### config.mk
export PLATFORM = sky130hd
export DESIGN_NAME = affine_background_texel_address_flat
export DESIGN_NICKNAME = d
export VERILOG_FILES = /design/src/sv/afbg_pkg.sv /design/src/sv/afbg_if.sv /design/src/sv/afbg_mul_stage.sv /design/src/sv/afbg_sum_stage.sv /design/src/sv/afbg_addr_stage.sv /design/src/sv/affine_background_texel_address.sv /design/src/flat_wrapper.sv
export SDC_FILE = /design/constraint.sdc
export NUM_CORES = 2
export LEC_CHECK = 0
export BUFFER_PORTS_ARGS = -buffer_cell sky130_fd_sc_hd__buf_2
export CORE_MARGIN = 2
export CORE_UTILIZATION = 65
export CTS_BUF_LIST = sky130_fd_sc_hd__clkbuf_16
export DETAILED_ROUTE_END_ITERATION = 10
export PLACE_DENSITY = 0.92
export SYNTH_ARGS = -nofsm -noshare
export SYNTH_HDL_FRONTEND = slang
export SYNTH_SLANG_ARGS = --single-unit
### constraint.sdc
create_clock -name i_clk -period 16.9 [get_ports i_clk]
set_input_delay 3.38 -clock i_clk [delete_from_list [all_inputs] [get_ports i_clk]]
set_output_delay 3.38 -clock i_clk [all_outputs]
set_load 0.03 [all_outputs]
### src/sv/afbg_pkg.sv
package afbg_pkg;

    // Field and datapath widths.
    localparam int unsigned StepW   = 16;
    localparam int unsigned OriginW = 28;
    localparam int unsigned PixW    = 8;
    localparam int unsigned ProdW   = StepW + PixW + 1;
    localparam int unsigned SumW    = 30;
    localparam int unsigned FracW   = 8;
    localparam int unsigned TexW    = SumW - FracW;
    localparam int unsigned CoordW  = 10;
    localparam int unsigned IndexW  = 14;
    localparam int unsigned RegIdxW = 8;
    localparam int unsigned CfgW    = 28;

    typedef enum logic [RegIdxW-1:0] {
        REG_STEP_X_COL  = 8'd0,
        REG_STEP_X_LINE = 8'd1,
        REG_STEP_Y_COL  = 8'd2,
        REG_STEP_Y_LINE = 8'd3,
        REG_ORIGIN_X    = 8'd4,
        REG_ORIGIN_Y    = 8'd5,
        REG_SIZE_SEL    = 8'd6,
        REG_WRAP_EN     = 8'd7
    } t_reg_idx;

    localparam logic signed [StepW-1:0]   RstStepXCol  = 16'sd256;
    localparam logic signed [StepW-1:0]   RstStepXLine = 16'sd0;
    localparam logic signed [StepW-1:0]   RstStepYCol  = 16'sd0;
    localparam logic signed [StepW-1:0]   RstStepYLine = 16'sd256;
    localparam logic signed [OriginW-1:0] RstOrigin    = 28'sd0;

    typedef struct packed {
        logic signed [StepW-1:0]   step_x_col;
        logic signed [StepW-1:0]   step_x_line;
        logic signed [StepW-1:0]   step_y_col;
        logic signed [StepW-1:0]   step_y_line;
        logic signed [OriginW-1:0] origin_x;
        logic signed [OriginW-1:0] origin_y;
        logic [1:0]                size_sel;
        logic                      wrap_en;
    } t_cfg;

    // Products after the first stage.
    typedef struct packed {
        logic                    off_screen;
        logic signed [ProdW-1:0] px_line;
        logic signed [ProdW-1:0] px_col;
        logic signed [ProdW-1:0] py_line;
        logic signed [ProdW-1:0] py_col;
    } t_prod;

    // Integer texel coordinates after the second stage.
    typedef struct packed {
        logic                   off_screen;
        logic signed [TexW-1:0] tx;
        logic signed [TexW-1:0] ty;
    } t_texel;

    typedef struct packed {
        logic              transparent;
        logic [IndexW-1:0] map_index;
        logic [2:0]        texel_col;
        logic [2:0]        texel_row;
    } t_result;

    // Pipeline advance enables, one per stage.
    typedef struct packed {
        logic adv_mul;
        logic adv_sum;
        logic adv_addr;
    } t_pipe_ctl;

endpackage

### src/sv/afbg_if.sv
interface afbg_pix_if;
    import afbg_pkg::*;
    logic            valid;
    logic            ready;
    logic [PixW-1:0] scan_line;
    logic [PixW-1:0] column;

    modport source (output valid, output scan_line, output column, input ready);
    modport sink (input valid, input scan_line, input column, output ready);
endinterface

interface afbg_tex_if;
    import afbg_pkg::*;
    logic              valid;
    logic              ready;
    logic              transparent;
    logic [IndexW-1:0] map_index;
    logic [2:0]        texel_col;
    logic [2:0]        texel_row;

    modport source (output valid, output transparent, output map_index,
                    output texel_col, output texel_row, input ready);
    modport sink (input valid, input transparent, input map_index,
                  input texel_col, input texel_row, output ready);
endinterface

interface afbg_cfg_if;
    import afbg_pkg::*;
    logic               valid;
    logic               ready;
    logic [RegIdxW-1:0] index;
    logic [CfgW-1:0]    data;

    modport source (output valid, output index, output data, input ready);
    modport sink (input valid, input index, input data, output ready);
endinterface

### src/sv/afbg_mul_stage.sv
module afbg_mul_stage
    import afbg_pkg::*;
#(
    parameter int SCREEN_WIDTH = 240
) (
    input  logic            i_clk,
    input  logic            i_rst_n,
    input  logic            i_adv,
    input  logic            i_valid,
    input  logic [PixW-1:0] i_scan_line,
    input  logic [PixW-1:0] i_column,
    input  t_cfg            i_cfg,
    output logic            o_valid,
    output t_prod           o_prod
);

    logic                    r_valid;
    t_prod                   r_prod;
    t_prod                   n_prod;
    logic signed [ProdW-1:0] line_s;
    logic signed [ProdW-1:0] col_s;

    // Both factors are held at the full product width, so each multiply is
    // signed and keeps every bit of the result.
    always_comb begin
        line_s             = $signed(ProdW'(i_scan_line));
        col_s              = $signed(ProdW'(i_column));
        n_prod.off_screen  = (int'(i_column) >= SCREEN_WIDTH);
        n_prod.px_line     = line_s * i_cfg.step_x_line;
        n_prod.px_col      = col_s * i_cfg.step_x_col;
        n_prod.py_line     = line_s * i_cfg.step_y_line;
        n_prod.py_col      = col_s * i_cfg.step_y_col;
    end

    always_ff @(posedge i_clk) begin
        if (!i_rst_n) begin
            r_valid <= 1'b0;
        end else if (i_adv) begin
            r_valid <= i_valid;
        end
        if (i_adv && i_valid) begin
            r_prod <= n_prod;
        end
    end

    assign o_valid = r_valid;
    assign o_prod  = r_prod;

endmodule

### src/sv/afbg_sum_stage.sv
module afbg_sum_stage
    import afbg_pkg::*;
(
    input  logic   i_clk,
    input  logic   i_rst_n,
    input  logic   i_adv,
    input  logic   i_valid,
    input  t_prod  i_prod,
    input  t_cfg   i_cfg,
    output logic   o_valid,
    output t_texel o_texel
);

    logic                   r_valid;
    t_texel                 r_texel;
    logic signed [SumW-1:0] sum_x;
    logic signed [SumW-1:0] sum_y;

    // Dropping the fraction bits of a signed sum is a floor toward minus infinity.
    always_comb begin
        sum_x = SumW'(i_cfg.origin_x) + SumW'(i_prod.px_line) + SumW'(i_prod.px_col);
        sum_y = SumW'(i_cfg.origin_y) + SumW'(i_prod.py_line) + SumW'(i_prod.py_col);
    end

    always_ff @(posedge i_clk) begin
        if (!i_rst_n) begin
            r_valid <= 1'b0;
        end else if (i_adv) begin
            r_valid <= i_valid;
        end
        if (i_adv && i_valid) begin
            r_texel.off_screen <= i_prod.off_screen;
            r_texel.tx         <= sum_x[SumW-1:FracW];
            r_texel.ty         <= sum_y[SumW-1:FracW];
        end
    end

    assign o_valid = r_valid;
    assign o_texel = r_texel;

endmodule

### src/sv/afbg_addr_stage.sv
module afbg_addr_stage
    import afbg_pkg::*;
(
    input  logic    i_clk,
    input  logic    i_rst_n,
    input  logic    i_adv,
    input  logic    i_valid,
    input  t_texel  i_texel,
    input  t_cfg    i_cfg,
    output logic    o_valid,
    output t_result o_result
);

    logic              r_valid;
    t_result           r_result;
    t_result           n_result;
    logic [CoordW-1:0] side_mask;
    logic [CoordW-1:0] cx;
    logic [CoordW-1:0] cy;
    logic              out_x;
    logic              out_y;
    logic [IndexW-1:0] row_part;

    always_comb begin
        unique case (i_cfg.size_sel)
            2'd0:    side_mask = 10'h07F;
            2'd1:    side_mask = 10'h0FF;
            2'd2:    side_mask = 10'h1FF;
            default: side_mask = 10'h3FF;
        endcase

        // A coordinate is inside the map when it is not negative and no bit
        // at or above the side length is set.
        out_x = (|i_texel.tx[TexW-1:CoordW]) || (|(i_texel.tx[CoordW-1:0] & ~side_mask));
        out_y = (|i_texel.ty[TexW-1:CoordW]) || (|(i_texel.ty[CoordW-1:0] & ~side_mask));

        // Wrapping keeps the low bits; inside the map this changes nothing.
        cx = i_texel.tx[CoordW-1:0] & side_mask;
        cy = i_texel.ty[CoordW-1:0] & side_mask;

        // Tiles per row is 16 shifted by the size select.
        unique case (i_cfg.size_sel)
            2'd0:    row_part = IndexW'(cy[CoordW-1:3]) << 4;
            2'd1:    row_part = IndexW'(cy[CoordW-1:3]) << 5;
            2'd2:    row_part = IndexW'(cy[CoordW-1:3]) << 6;
            default: row_part = IndexW'(cy[CoordW-1:3]) << 7;
        endcase

        if (i_texel.off_screen || ((out_x || out_y) && !i_cfg.wrap_en)) begin
            n_result.transparent = 1'b1;
            n_result.map_index   = '0;
            n_result.texel_col   = '0;
            n_result.texel_row   = '0;
        end else begin
            n_result.transparent = 1'b0;
            n_result.map_index   = row_part | IndexW'(cx[CoordW-1:3]);
            n_result.texel_col   = cx[2:0];
            n_result.texel_row   = cy[2:0];
        end
    end

    always_ff @(posedge i_clk) begin
        if (!i_rst_n) begin
            r_valid <= 1'b0;
        end else if (i_adv) begin
            r_valid <= i_valid;
        end
        if (i_adv && i_valid) begin
            r_result <= n_result;
        end
    end

    assign o_valid  = r_valid;
    assign o_result = r_result;

endmodule

### src/sv/affine_background_texel_address.sv
// Texel address generator for one rotated or scaled tile background.
// Pixel channel i_pix: each transfer carries a scanline and a screen column.
// Texel channel o_tex: one transfer per pixel, in the same order, giving the
// map entry index relative to the map base, the pixel position inside the
// 8x8 tile, and a transparent flag for texels outside the map with wrapping
// off or for columns beyond the screen width.
// Configuration channel i_cfg: register index and data, always ready; a
// write to an index beyond the register list is dropped. Write it only while
// no pixel is in flight.
// A pixel transfer reaches o_tex through three register stages (multiply,
// sum and shift, range test and index), each holding one pixel; while the
// receiver keeps up, one pixel is taken every cycle.
// When the receiver stalls, each stage holds its pixel and an empty stage
// still fills, so i_pix.ready drops only once all three stages are full.
// Reset empties the pipeline and loads the identity transform, a 128-pixel
// map and wrapping off.
module affine_background_texel_address
    import afbg_pkg::*;
#(
    parameter int SCREEN_WIDTH = 240
) (
    input  logic       i_clk,
    input  logic       i_rst_n,
    afbg_pix_if.sink   i_pix,
    afbg_tex_if.source o_tex,
    afbg_cfg_if.sink   i_cfg
);

    t_cfg      r_cfg;
    t_pipe_ctl ctl;
    logic      mul_valid;
    logic      sum_valid;
    logic      addr_valid;
    t_prod     prod;
    t_texel    texel;
    t_result   result;

    assign i_cfg.ready = 1'b1;

    always_ff @(posedge i_clk) begin
        if (!i_rst_n) begin
            r_cfg.step_x_col  <= RstStepXCol;
            r_cfg.step_x_line <= RstStepXLine;
            r_cfg.step_y_col  <= RstStepYCol;
            r_cfg.step_y_line <= RstStepYLine;
            r_cfg.origin_x    <= RstOrigin;
            r_cfg.origin_y    <= RstOrigin;
            r_cfg.size_sel    <= 2'd0;
            r_cfg.wrap_en     <= 1'b0;
        end else if (i_cfg.valid) begin
            unique case (i_cfg.index)
                REG_STEP_X_COL:  r_cfg.step_x_col  <= i_cfg.data[StepW-1:0];
                REG_STEP_X_LINE: r_cfg.step_x_line <= i_cfg.data[StepW-1:0];
                REG_STEP_Y_COL:  r_cfg.step_y_col  <= i_cfg.data[StepW-1:0];
                REG_STEP_Y_LINE: r_cfg.step_y_line <= i_cfg.data[StepW-1:0];
                REG_ORIGIN_X:    r_cfg.origin_x    <= i_cfg.data[OriginW-1:0];
                REG_ORIGIN_Y:    r_cfg.origin_y    <= i_cfg.data[OriginW-1:0];
                REG_SIZE_SEL:    r_cfg.size_sel    <= i_cfg.data[1:0];
                REG_WRAP_EN:     r_cfg.wrap_en     <= i_cfg.data[0];
                default: ;
            endcase
        end
    end

    // A stage loads when it is empty or when the stage after it moves on.
    always_comb begin
        ctl.adv_addr = !addr_valid || o_tex.ready;
        ctl.adv_sum  = !sum_valid || ctl.adv_addr;
        ctl.adv_mul  = !mul_valid || ctl.adv_sum;
    end

    assign i_pix.ready = ctl.adv_mul;

    afbg_mul_stage #(
        .SCREEN_WIDTH (SCREEN_WIDTH)
    ) u_mul (
        .i_clk       (i_clk),
        .i_rst_n     (i_rst_n),
        .i_adv       (ctl.adv_mul),
        .i_valid     (i_pix.valid),
        .i_scan_line (i_pix.scan_line),
        .i_column    (i_pix.column),
        .i_cfg       (r_cfg),
        .o_valid     (mul_valid),
        .o_prod      (prod)
    );

    afbg_sum_stage u_sum (
        .i_clk   (i_clk),
        .i_rst_n (i_rst_n),
        .i_adv   (ctl.adv_sum),
        .i_valid (mul_valid),
        .i_prod  (prod),
        .i_cfg   (r_cfg),
        .o_valid (sum_valid),
        .o_texel (texel)
    );

    afbg_addr_stage u_addr (
        .i_clk    (i_clk),
        .i_rst_n  (i_rst_n),
        .i_adv    (ctl.adv_addr),
        .i_valid  (sum_valid),
        .i_texel  (texel),
        .i_cfg    (r_cfg),
        .o_valid  (addr_valid),
        .o_result (result)
    );

    assign o_tex.valid       = addr_valid;
    assign o_tex.transparent = result.transparent;
    assign o_tex.map_index   = result.map_index;
    assign o_tex.texel_col   = result.texel_col;
    assign o_tex.texel_row   = result.texel_row;

endmodule

### src/flat_wrapper.sv
// flat-port wrapper written by rule: the top's interface ports become plain ports
module affine_background_texel_address_flat import afbg_pkg::*;
#(
    parameter int SCREEN_WIDTH = 240
)
  (i_clk, i_rst_n, i_pix_valid, i_pix_scan_line, i_pix_column, i_pix_ready, o_tex_valid, o_tex_transparent, o_tex_map_index, o_tex_texel_col, o_tex_texel_row, o_tex_ready, i_cfg_valid, i_cfg_index, i_cfg_data, i_cfg_ready);
  afbg_pix_if i_pix_i ();
  afbg_tex_if o_tex_i ();
  afbg_cfg_if i_cfg_i ();
  input  logic i_clk;
  input  logic i_rst_n;
  input wire logic [$bits(i_pix_i.valid)-1:0] i_pix_valid;
  input wire logic [$bits(i_pix_i.scan_line)-1:0] i_pix_scan_line;
  input wire logic [$bits(i_pix_i.column)-1:0] i_pix_column;
  output wire logic [$bits(i_pix_i.ready)-1:0] i_pix_ready;
  output wire logic [$bits(o_tex_i.valid)-1:0] o_tex_valid;
  output wire logic [$bits(o_tex_i.transparent)-1:0] o_tex_transparent;
  output wire logic [$bits(o_tex_i.map_index)-1:0] o_tex_map_index;
  output wire logic [$bits(o_tex_i.texel_col)-1:0] o_tex_texel_col;
  output wire logic [$bits(o_tex_i.texel_row)-1:0] o_tex_texel_row;
  input wire logic [$bits(o_tex_i.ready)-1:0] o_tex_ready;
  input wire logic [$bits(i_cfg_i.valid)-1:0] i_cfg_valid;
  input wire logic [$bits(i_cfg_i.index)-1:0] i_cfg_index;
  input wire logic [$bits(i_cfg_i.data)-1:0] i_cfg_data;
  output wire logic [$bits(i_cfg_i.ready)-1:0] i_cfg_ready;
  assign i_pix_i.valid = i_pix_valid;
  assign i_pix_i.scan_line = i_pix_scan_line;
  assign i_pix_i.column = i_pix_column;
  assign i_pix_ready = i_pix_i.ready;
  assign o_tex_valid = o_tex_i.valid;
  assign o_tex_transparent = o_tex_i.transparent;
  assign o_tex_map_index = o_tex_i.map_index;
  assign o_tex_texel_col = o_tex_i.texel_col;
  assign o_tex_texel_row = o_tex_i.texel_row;
  assign o_tex_i.ready = o_tex_ready;
  assign i_cfg_i.valid = i_cfg_valid;
  assign i_cfg_i.index = i_cfg_index;
  assign i_cfg_i.data = i_cfg_data;
  assign i_cfg_ready = i_cfg_i.ready;
  affine_background_texel_address #(.SCREEN_WIDTH(SCREEN_WIDTH)) u_core (.i_clk(i_clk), .i_rst_n(i_rst_n), .i_pix(i_pix_i), .o_tex(o_tex_i), .i_cfg(i_cfg_i));
endmodule
# Word level (Yosys, flattened, before mapping)
# Index checks and enable logic that the tools add are counted.
[op_classes] n_eq_ne=9 bitwise_logic=6 muxes=3 mul=4 n_addsub=4 n_lt_le_gt_ge=1 n_reduce_logical=29
[op_table] cell="multiplier 9 x 16 -> 25 bit" n=4
[op_table] cell="adder 29 x 25 -> 30 bit" n=2
[op_table] cell="adder 28 x 25 -> 29 bit" n=2
[op_table] cell="one-hot mux 14 bit (3 select lines)" n=1
[op_table] cell="AND 10 bit" n=4
[op_table] cell="equality test 8 x 3 -> 1 bit, second input constant" n=4
[op_table] cell="one-hot mux 10 bit (3 select lines)" n=1
[op_table] cell="OR reduction 12 bit" n=2
[op_table] cell="2-to-1 mux 21 bit" n=1
[op_table] cell="OR reduction 10 bit" n=2
[op_table] cell="equality test 8 x 2 -> 1 bit, second input constant" n=2
[op_table] cell="AND reduction 2 bit" n=8
[op_table] cell="OR 14 x 7 -> 14 bit" n=1
[op_table] cell="inverter 10 bit" n=1
[op_table] cell="equality test 8 x 1 -> 1 bit, second input constant" n=1
[op_table] cell=">= comparator 8 bit, second input constant" n=1
[op_table] cell="zero test 8 bit" n=1
[op_table] cell="logical OR 1 bit" n=7
[op_table] cell="logical AND 1 bit" n=4
[op_table] cell="zero test 1 bit" n=4
[op_table] cell="equality test 2 x 1 -> 1 bit, second input constant" n=1
[op_table] cell="equality test 2 bit, second input constant" n=1
[op_table] cell="zero test 2 bit" n=1
[totals] output_inout_bits=24 in_bits=57 register_bits=293

# Depth between registers and ports, before layout
[logic_depth] depth_word=10 depth_mapped=20 ltp_nobuf=19

# By module
# A second synthesis with hierarchy kept.
[hier_totals] hier_cells=3353 hier_area_um2=32550.0
[modules_own_cells] module="afbg_mul_stage" seq_area_each_um2=3052.9 cells_each=2308 area_each_um2=21630.7 n_inst=1
[modules_own_cells] module="afbg_sum_stage" seq_area_each_um2=1371.3 cells_each=509 area_each_um2=5252.5 n_inst=1
[modules_own_cells] module="affine_background_texel_address" seq_area_each_um2=2462.4 cells_each=448 area_each_um2=4571.9 n_inst=1
[modules_own_cells] module="afbg_addr_stage" seq_area_each_um2=650.6 cells_each=88 area_each_um2=1094.8 n_inst=1

# Worst setup path before layout
# No wires, ideal clock.
[synth_path] kind="input to register" from="input port o_tex_ready" to="register u_core.u_mul.r_prod (netlist bit u_core.u_mul.o_prod[0]) (enable)" slack_ns=7.742 arrival_time_ns=8.537 required_time_ns=16.279 n_path_buf=0 path_stages=2 setup_ns=0.621 cell_sequence="nor2b_1 > a31oi_1"
[synth_between] elab_chain_len=4
[synth_lines] item="start: declaration" line_no="flat_wrapper.sv:21" source="input wire logic [$bits(o_tex_i.ready)-1:0] o_tex_ready;"
[synth_lines] item="logical OR 1 bit" line_no="affine_background_texel_address.sv:67" source="ctl.adv_addr = !addr_valid || o_tex.ready;"
[synth_lines] item="logical OR 1 bit" line_no="affine_background_texel_address.sv:68" source="ctl.adv_sum = !sum_valid || ctl.adv_addr;"
[synth_lines] item="logical OR 1 bit" line_no="affine_background_texel_address.sv:69" source="ctl.adv_mul = !mul_valid || ctl.adv_sum;"
[synth_lines] item="logical AND 1 bit" line_no="afbg_mul_stage.sv:41" source="if (i_adv && i_valid) begin"
[synth_lines] item="end signal: assignment" line_no="afbg_mul_stage.sv:42" source="r_prod <= n_prod;"
[synth_lines] item="end: declaration" line_no="afbg_mul_stage.sv:18" source="t_prod r_prod;"
# No other way between the ends.
# A chain may end at the register's enable or synchronous reset.

==> reports/results.ini <==
[die]
die_w_um=225
core-area_um2=48600
rows=81
initial_utilization_pct=65.4
ioPinCount=81
die_h_um=225
die_area_um2=50800

[clock_network]
clock-sinks=293
cts_buffers=34
holdBufCountCts=0
clk_pin_slew_worst_paths_ns=0.06
clk_latency_ns=0.55
cts_resized=0
post_cts_buffers=0
clock_path_buffers=3
cts_max_level=2
root_buffer=clkbuf_16
cts_tree=built

[setup_path]
worstPathCellList=buf_2 -> nand2_1 -> fa_1 -> inv_1 -> fa_1 -> fa_1 -> inv_1 -> fa_1 -> inv_1 -> ha_1 -> a21oi_1 -> o21ai_1 -> a31oi_1 -> o221ai_1 -> a2111oi_0 -> o31ai_1 -> a21oi_1 -> xnor2_1
r2r_setup_slack_ns=11.52
crit_slowest_cell=fa_1
slowest_delay_ns=0.60
r2r-start=u_core.r_cfg[66]
worstSetupPathType=in -> reg
cp_num_cells=18
worstReg2RegEnd=u_core.u_mul.o_prod[49]
crit_buf_inv=4
cp.arrival_ns=8.55
crit_path_frequent_cell=fa_1
rr_worst_depth=17
critPathTopFamily=adder cells
cp-end-kind=register
required_ns=17.19
crit_start=i_pix_scan_line[0]
crit_fanout=32
crit_path_start_kind=input pin

[pwr]
leakage_uw=0.0167
peakVddDrop_uv=54.0
p_total_uw=1730
power.density_nw_per_um2=51.2

[global_routing]
overflow=0
grtUsageTotal_pct=33.2
antenna_found_initial=2
grt_start_max_net_pins=91
grt_pass1_vias=24700
grt_pass1_wl_mm=130

[timing]
clock.fmax_ghz=0.121
final-hold-violation-count=0
holdWs_ns=0.430
rsz0062_at_grt=false
maxSlewViolCount=0
min_period_ns=8.26
fin_tns_setup_ns=0
setup_viol=0
fin_skew_ns=0.0168
worst_pin_slew_ns=1.21
period_share_pct=48.9
setup_ws_ns=8.64
slew-limit-headroom_pct=19.0

[synth]
synthArstFlopShare_pct=0
yosys_warnings=0
yosysUniqueCellTypes=72
yosys-top-cells-count=inv_1, fa_1, nand2_1
synthTopCellsByArea=fa_1, edfxtp_1, ha_1, dfxtp_1, inv_1
synthFlopType=edfxtp_1
synth_seq_area_share_pct=23.7
yosysTopAreaCellShare_pct=29.1
yosysMostFrequentCell=inv_1
postSynthCellCount=3287
syn_nets=4062
syn_area_per_cell_um2=9.68
synth_edf_count=167
ys_ff_latch=293
synth_area_leader_cell=fa_1
syn-cell-area_um2=31800

[min_path]
worstHoldStart=u_core.u_mul.o_prod[100]
holdPathStages=0
hold_path_end=u_core.u_sum.o_texel[44]
hold_class=reg -> reg

[place]
place_hpwl_mm=59.2
routabilityCongestion=0.930
pre_cts_slack_ns=8.22
io_buffers=79

[final_layout]
fill_cells=3146
register_area_um2=7540
syn_to_final_growth_pct=6.25
fin_nets=4076
multi_input_area_um2=21600
drive_above_1_share_pct=5.08

[drt]
dr.pass1.iters=7
drt-wirelength-per-cell_um=20.5
route.detailed.drc=0
wirelength_mm=80.8
viasPerCell=5.96
antenna_left=0
num_vias=23500
drt_iter0_drc=2346

[outcome]
outcome=completed

[run]
cap_violations=0

## per-layer routing
metal / GRT usage, % / wire length (um) / up-vias
met5: 0 / 13 / -
met4: 22.3 / 6200 / 2
met3: 6.56 / 7570 / 338
met2: 53.7 / 38200 / 1241
met1: 40.7 / 28800 / 11600
li1: - / - / 10400
## cells in the final DEF (no fill, tap or decap), drive strengths merged, types with 8 or more instances in the layout
cell / netlist / routed
inv: 616 / 629
fa: 462 / 462
nand2: 450 / 450
and2: 294 / 294
ha: 256 / 256
edfxtp: 167 / 167
dfxtp: 126 / 126
a21oi: 97 / 97
a21boi: 92 / 92
xnor2: 91 / 91
buf: 13 / 89
nor2: 72 / 72
a21o: 62 / 62
nor2b: 53 / 53
o21ai: 45 / 45
mux2i: 41 / 41
clkbuf: 98 / 37
xor2: 32 / 32
nand3: 23 / 23
nor3: 20 / 20
and3: 18 / 18
o21a: 17 / 17
a211oi: 14 / 14
nand2b: 13 / 13
nor4: 10 / 10
nand4: 9 / 9
o21bai: 8 / 8
a31oi: 8 / 8
clkinv: 0 / 8
## how the worst max path moves through the flow
stage               slack, ns                 endpoint
floorplan                7.74   u_core.u_mul.o_prod[0]
global placement         8.38  u_core.u_mul.o_prod[72]
detailed placement       8.22  u_core.u_mul.o_prod[49]
CTS                      8.72  u_core.u_mul.o_prod[49]
global route             8.32  u_core.u_mul.o_prod[49]
finish                   8.64  u_core.u_mul.o_prod[49]
## cell type report
type | instances | share of cell area, %
inverter | 616 | 6.84
multi-input combinational | 2267 | 63.9
antenna | 1 | 0.00740
sequential | 293 | 22.3
clock buffer | 37 | 2.74
clock inverter | 24 | 0.525
tap | 622 | 2.30
timing repair buffer | 89 | 1.39
## report_power, final
group	leakage [uW]	switching [uW]	total, uW	internal [uW]
registers	0.00265	16.2	795	779
clock network	0.000570	322	750	428
logic	0.0135	124	187	62.3
total	0.0167	462	1730	1270
## sequential cells by signal (all words and copies together), names as in the netlist
name                    flops
u_core.r_cfg              123
u_core.u_mul.o_valid        1
u_core.u_sum.o_valid        1
u_core.u_sum.o_texel       45
u_core.u_mul.o_prod       101
u_core.u_addr.o_valid       1
u_core.u_addr.o_result     21
## metrics by stage
stage,cell area [um^2],std cells,utilization [%]
5_1_grt,33800,3948,69.5
3_3_place_gp,32700,3887,67.2
3_5_place_dp,32700,3887,67.2
2_1_floorplan,31800,3287,-
6_report,33800,3949,69.5
4_1_cts,33800,3948,69.5
## cells by family (layout without fill, tap and decap cells)
kind of cell | Yosys count | in the layout | share of synthesized area (%)
AO/OA/AOI/OAI | 400 | 400 | 8.71
multiplexers | 42 | 42 | 1.32
AND/OR/NAND/NOR | 983 | 983 | 15.2
flip-flops | 293 | 293 | 23.7
XOR/XNOR | 123 | 123 | 3.38
other | 1 | 2 | 0.0118
adder cells (fa/ha/maj) | 718 | 718 | 39.1
buffers and inverters | 727 | 766 | 8.60
Power figures use the tool's default switching activity.
